**config.mk**
```make
export PLATFORM = sky130hd
export DESIGN_NAME = lztsd_ctrl
export DESIGN_NICKNAME = d
export VERILOG_FILES = /design/src/sv/lztsd_pkg.sv /design/src/sv/lztsd_ctrl.sv
export SDC_FILE = /design/constraint.sdc
export NUM_CORES = 1
export LEC_CHECK = 0
export BUFFER_PORTS_ARGS = -buffer_cell sky130_fd_sc_hd__buf_2
export CAP_MARGIN = 20
export CORE_AREA = 2 2 52 54
export CTS_CLUSTER_DIAMETER = 30
export DETAILED_ROUTE_END_ITERATION = 7
export DIE_AREA = 0 0 54 56
export PLACE_DENSITY = 0.71
export SKIP_CTS_REPAIR_TIMING = 1
export SYNTH_ARGS = -nofsm -noshare
export SYNTH_HDL_FRONTEND = slang
export SYNTH_SLANG_ARGS = --single-unit
```
**constraint.sdc**
```tcl
create_clock -name clk -period 3.2 [get_ports clk]
set_input_delay 0.96 -clock clk [delete_from_list [all_inputs] [get_ports clk]]
set_output_delay 0.96 -clock clk [all_outputs]
set_load 0.1 [all_outputs]
```
**src/sv/lztsd_pkg.sv**
```systemverilog
// shared types, constants and the match tag table for the token decompressor
`default_nettype none

package lztsd_pkg;

  localparam int WINDOW_DEPTH = 4096;
  localparam int ADDR_W       = $clog2(WINDOW_DEPTH);
  localparam int FILL_W       = ADDR_W + 1;
  localparam int LEN_W        = 6;

  localparam logic [1:0] ERR_NONE  = 2'd0;
  localparam logic [1:0] ERR_OFS   = 2'd1;
  localparam logic [1:0] ERR_TRUNC = 2'd2;

  typedef enum logic [1:0] {
    EM_LIT,
    EM_COPY,
    EM_ERR,
    EM_TRUNC
  } emit_kind_t;

  typedef struct packed {
    logic       load_in;
    logic       clear_fill;
    logic       save_code;
    logic       start_copy;
    logic       copy_read;
    logic       emit;
    emit_kind_t emit_kind;
    logic       emit_last;
  } dp_cmd_t;

  typedef struct packed {
    logic [7:0] byte_val;
    logic       start;
    logic       last_in;
    logic       ofs_bad;
    logic       len_zero;
    logic       copy_last;
    logic       out_free;
  } dp_status_t;

  // entry: copy length in bits 7:0, high offset nibble in bits 11:8
  function automatic logic [255:0][15:0] build_tag_table();
    logic [255:0][15:0] tbl;
    logic [28:0][15:0]  present;
    longint unsigned    step;
    longint unsigned    v;
    int                 nxt;
    tbl     = '0;
    present = '0;
    step    = 64'd65536;
    nxt     = 32;
    for (int col = 0; col < 16; col++) begin
      v    = 64'd65535;
      step = (step * 64'd67537) >> 16;
      while (v < (64'd29 << 16)) begin
        present[int'(v >> 16)][col] = 1'b1;
        v = (v * step) >> 16;
      end
    end
    for (int len = 0; len < 29; len++) begin
      for (int col = 0; col < 16; col++) begin
        if (present[len][col] && nxt < 256) begin
          tbl[nxt] = 16'((len + 4) | (col << 8));
          nxt++;
        end
      end
    end
    return tbl;
  endfunction

  localparam logic [255:0][15:0] TAG_TABLE = build_tag_table();

endpackage

`default_nettype wire

```
**src/sv/lztsd_ctrl.sv**
```systemverilog
// controller: token phase tracking and item sequencing
`default_nettype none

module lztsd_ctrl import lztsd_pkg::*; (
  input  wire logic       clk,
  input  wire logic       rst,
  input  wire logic       in_valid,
  output logic            in_stall,
  input  wire dp_status_t status,
  output dp_cmd_t         cmd
);

  localparam logic [2:0] S_IDLE       = 3'd0;
  localparam logic [2:0] S_DECODE     = 3'd1;
  localparam logic [2:0] S_EMIT_LIT   = 3'd2;
  localparam logic [2:0] S_EMIT_ERR   = 3'd3;
  localparam logic [2:0] S_CPY_RD     = 3'd4;
  localparam logic [2:0] S_CPY_WR     = 3'd5;
  localparam logic [2:0] S_FINISH     = 3'd6;
  localparam logic [2:0] S_EMIT_TRUNC = 3'd7;

  localparam logic [1:0] PH_TAG = 2'd0;
  localparam logic [1:0] PH_LIT = 2'd1;
  localparam logic [1:0] PH_OFS = 2'd2;

  logic [2:0]       state;
  logic [2:0]       state_next;
  logic [1:0]       phase;
  logic [1:0]       phase_next;
  logic [LEN_W-1:0] lit_left;
  logic [LEN_W-1:0] lit_left_next;
  logic [LEN_W-1:0] lit_dec;
  logic [1:0]       eff_phase;
  logic             trunc_due;

  assign in_stall  = (state != S_IDLE);
  assign trunc_due = status.last_in && (phase != PH_TAG);
  assign eff_phase = status.start ? PH_TAG : phase;
  assign lit_dec   = (lit_left != '0) ? lit_left - LEN_W'(1) : lit_left;

  always_comb begin
    cmd           = '0;
    state_next    = state;
    phase_next    = phase;
    lit_left_next = lit_left;
    case (state)
      S_IDLE: begin
        if (in_valid) begin
          cmd.load_in = 1'b1;
          state_next  = S_DECODE;
        end
      end
      S_DECODE: begin
        if (status.start) begin
          cmd.clear_fill = 1'b1;
          lit_left_next  = '0;
        end
        case (eff_phase)
          PH_LIT: begin
            lit_left_next = lit_dec;
            phase_next    = (lit_dec == '0) ? PH_TAG : PH_LIT;
            state_next    = S_EMIT_LIT;
          end
          PH_OFS: begin
            phase_next = PH_TAG;
            if (status.ofs_bad) begin
              state_next = S_EMIT_ERR;
            end else if (status.len_zero) begin
              state_next = S_FINISH;
            end else begin
              cmd.start_copy = 1'b1;
              state_next     = S_CPY_RD;
            end
          end
          default: begin
            if (status.byte_val[7:5] == 3'd0) begin
              lit_left_next = LEN_W'(status.byte_val[4:0]) + LEN_W'(1);
              phase_next    = PH_LIT;
            end else begin
              cmd.save_code = 1'b1;
              phase_next    = PH_OFS;
            end
            state_next = S_FINISH;
          end
        endcase
      end
      S_EMIT_LIT: begin
        if (status.out_free) begin
          cmd.emit      = 1'b1;
          cmd.emit_kind = EM_LIT;
          cmd.emit_last = !trunc_due;
          state_next    = S_FINISH;
        end
      end
      S_EMIT_ERR: begin
        if (status.out_free) begin
          cmd.emit      = 1'b1;
          cmd.emit_kind = EM_ERR;
          cmd.emit_last = 1'b1;
          state_next    = S_FINISH;
        end
      end
      S_CPY_RD: begin
        cmd.copy_read = 1'b1;
        state_next    = S_CPY_WR;
      end
      S_CPY_WR: begin
        if (status.out_free) begin
          cmd.emit      = 1'b1;
          cmd.emit_kind = EM_COPY;
          cmd.emit_last = status.copy_last && !trunc_due;
          state_next    = status.copy_last ? S_FINISH : S_CPY_RD;
        end
      end
      S_FINISH: begin
        state_next = trunc_due ? S_EMIT_TRUNC : S_IDLE;
      end
      S_EMIT_TRUNC: begin
        if (status.out_free) begin
          cmd.emit      = 1'b1;
          cmd.emit_kind = EM_TRUNC;
          cmd.emit_last = 1'b1;
          phase_next    = PH_TAG;
          lit_left_next = '0;
          state_next    = S_IDLE;
        end
      end
      default: begin
        state_next = S_IDLE;
      end
    endcase
  end

  always_ff @(posedge clk) begin
    if (rst) begin
      state    <= S_IDLE;
      phase    <= PH_TAG;
      lit_left <= '0;
    end else begin
      state    <= state_next;
      phase    <= phase_next;
      lit_left <= lit_left_next;
    end
  end

endmodule

`default_nettype wire

```
==> results_dict.tcl <==
set metrics [dict create \
    status "completed" \
    drive_gt1_frac 0.270 \
    max_freq_mhz 330 \
    grt.met3_usage 0.0161 \
    syn_area_um2 1150 \
    die-area_um2 3020 \
    ys_warn_count 0 \
    fillerInstances 226 \
    firstDrtPassIters 4 \
    start_kind "input pin" \
    dp_hpwl_um 2320 \
    synth_area_leader_cell "dfxtp_1" \
    grt_use_total 0.228 \
    grt.busiest_layer "met2" \
    hold_class "reg -> reg" \
    avgSynthCellArea_um2 7.25 \
    yosys-top-cells-count "o21ai_0 (17), a21oi_1 (15), dfxtp_1 (11)" \
    cp_data_arrival_time_ns 2.07 \
    multiInputGateArea_um2 910 \
    seq_area_frac_synth 0.191 \
    numClockSinks 11 \
    post-route-period-util 0.948 \
    path_class "in -> out" \
    vdd_drop_max_v 0.000328 \
    final_antenna_net_count 0 \
    initial_core_util 0.474 \
    finalSetupViolCount 0 \
    stdcell_area_um2 1440 \
    p_leak_nw 0.607 \
    synth_top_area_frac 0.191 \
    drv_slew 0 \
    min_period_ns 3.03 \
    max_cap_violations 0 \
    area_delta_synth_final_pct 24.6 \
    clk_latency_ns 0.28 \
    grt_pass1_wl_um 5240 \
    routed_wirelength_um 3030 \
    hold_ws_ns 0.561 \
    synth-edff-count 0 \
    core_area_um2 2430 \
    ios 27 \
    yosys-top-cells-area "dfxtp_1 (19%), o21ai_0 (7.4%), a21oi_1 (6.5%)" \
    die_y_um 56 \
    postPlaceCellArea_um2 1410 \
    htreeDepth 1 \
    drt_iter0_markers 28 \
    met1_usage 0.320 \
    synthArstFlopShare 0 \
    yosysMostFrequentCell "o21ai_0" \
    fp-row-count 18 \
    finalHoldViolCount 0 \
    die_w_um 54 \
    place_inst 211 \
    worstReg2RegStart "phase[0]" \
    gp_congestion 0.832 \
    num_vias 1308 \
    power.density_nw_per_um2 432 \
    seqCellArea_um2 220 \
    critical_path.endpoint_type "output port" \
    num_antenna_cells 0 \
    startpoint "status[5]" \
    cts_buffer_depth 2 \
    antenna_found_initial 0 \
    cts_buffers 3 \
    grt_pass1_vias 1128 \
    r2r_setup_slack_ns 1.01 \
    grt_overflow 0 \
    viasPerCell 6.08 \
    cts_root_buf "clkbuf_4" \
    syn_inst 159 \
    syn_nets 181 \
    crit_required_ns 2.24 \
    setup_ws_ns 0.167 \
    nets 208 \
    synth_ff_type "dfxtp_1" \
    tightest_slew_ns 0.532 \
    fin_cells 215 \
    rsz0062_at_grt "false" \
    post-place-ws_ns 0.162 \
    rr_worst_depth 7 \
    cts.clk_slew.worst_paths_ns 0.07 \
    max-slew-margin-rel 0.645 \
    wl_per_cell_um 14.1 \
    use_met2 0.345 \
    cts_tree "done" \
    synth_cell_types 45 \
    regToRegEndpoint "lit_left[1]" \
    grt_max_degree 20 \
    endpoint "cmd[5]" \
    skew_ns 0.00691 \
    crit_fanout 10 \
    drc_errors 0 \
    ys_ff_latch 11 \
    place.port_buffers 26 \
]
[worst max-delay path, cell delays in order]
cell and delay (ns):
buf_2 0.16, nand2b_1 0.18, inv_1 0.06, ha_1 0.22, nor4b_4 0.28, buf_12 0.21
[kinds of logic (layout without fill, tap and decap cells)]
logic type	after synthesis	after routing	share of synthesized area
mux	3	3	0.0282
compound gates	61	61	0.340
fa+ha+maj	5	5	0.0543
xor+xnor	2	2	0.0152
buf+inv	18	44	0.0619
simple gates	59	59	0.309
flops	11	11	0.191
[power by group]
part	internal, W	total [W]	switching [W]	leakage (nW)
Combinational	0.000104	0.000339	0.000234	0.503
Sequential	0.000150	0.000184	0.0000343	0.0896
Clock	0.0000484	0.0000977	0.0000493	0.0150
Total	0.000303	0.000620	0.000318	0.607
[worst min path at each step]
| stage | slack [ns] | depth (start not counted) | end | from |
|---|---|---|---|---|
| after floorplan | 0.50 | 2 | phase[1] | phase[1] |
| after global placement | 0.54 | 2 | phase[1] | phase[1] |
| after detailed placement | 0.55 | 2 | phase[1] | phase[1] |
| after CTS | 0.56 | 2 | phase[1] | phase[1] |
| after global routing | 0.58 | 2 | phase[0] | phase[0] |
| final | 0.56 | 2 | phase[1] | phase[1] |
[registers in the layout, summed over array words and instances, names as in the netlist]
signal / count
lit_left: 6
state: 3
phase: 2
[layer usage]
| metal | wire (um) | vias up | share of wire |
|---|---|---|---|
| met5 | 0 | - | 0 |
| met4 | 61 | 0 | 0.020 |
| met3 | 131 | 4 | 0.043 |
| met2 | 1440 | 40 | 0.48 |
| met1 | 1390 | 612 | 0.46 |
| li1 | - | 652 | - |
[metrics by stage]
step | utilization | power [W] | setup TNS, ns
floorplan | - | 0.000446 | -0.153
global route | 0.591 | 0.000655 | 0
finish | 0.591 | 0.000620 | 0
detailed placement | 0.580 | 0.000524 | 0
CTS | 0.591 | 0.000621 | 0
global placement | 0.580 | 0.000519 | 0
[cell usage in the layout (no fill, tap or decap), drive strengths merged, types with 2 or more instances in the layout]
cell type,count
or3,4
nand2b,5
nand2,8
clkbuf,4
nor2b,4
o311ai,2
a21o,2
inv,10
nor3b,4
a21oi,15
ha,5
a31oi,3
xor2,2
nor3,3
buf,30
a221o,2
o22ai,3
or4b,2
a221oi,2
or2,2
mux2,2
o31ai,2
and3,6
nand3,7
o21ai,22
nor4b,3
dfxtp,11
nor2,8
[cell type report]
| type | instances | area share |
|---|---|---|
| Sequential cell | 11 | 0.153 |
| Clock buffer | 4 | 0.0183 |
| Multi-Input combinational cell | 130 | 0.633 |
| Inverter | 10 | 0.0261 |
| Timing Repair Buffer | 30 | 0.143 |
| Tap cell | 30 | 0.0261 |
Note: power is estimated with default switching activity, not from simulation.
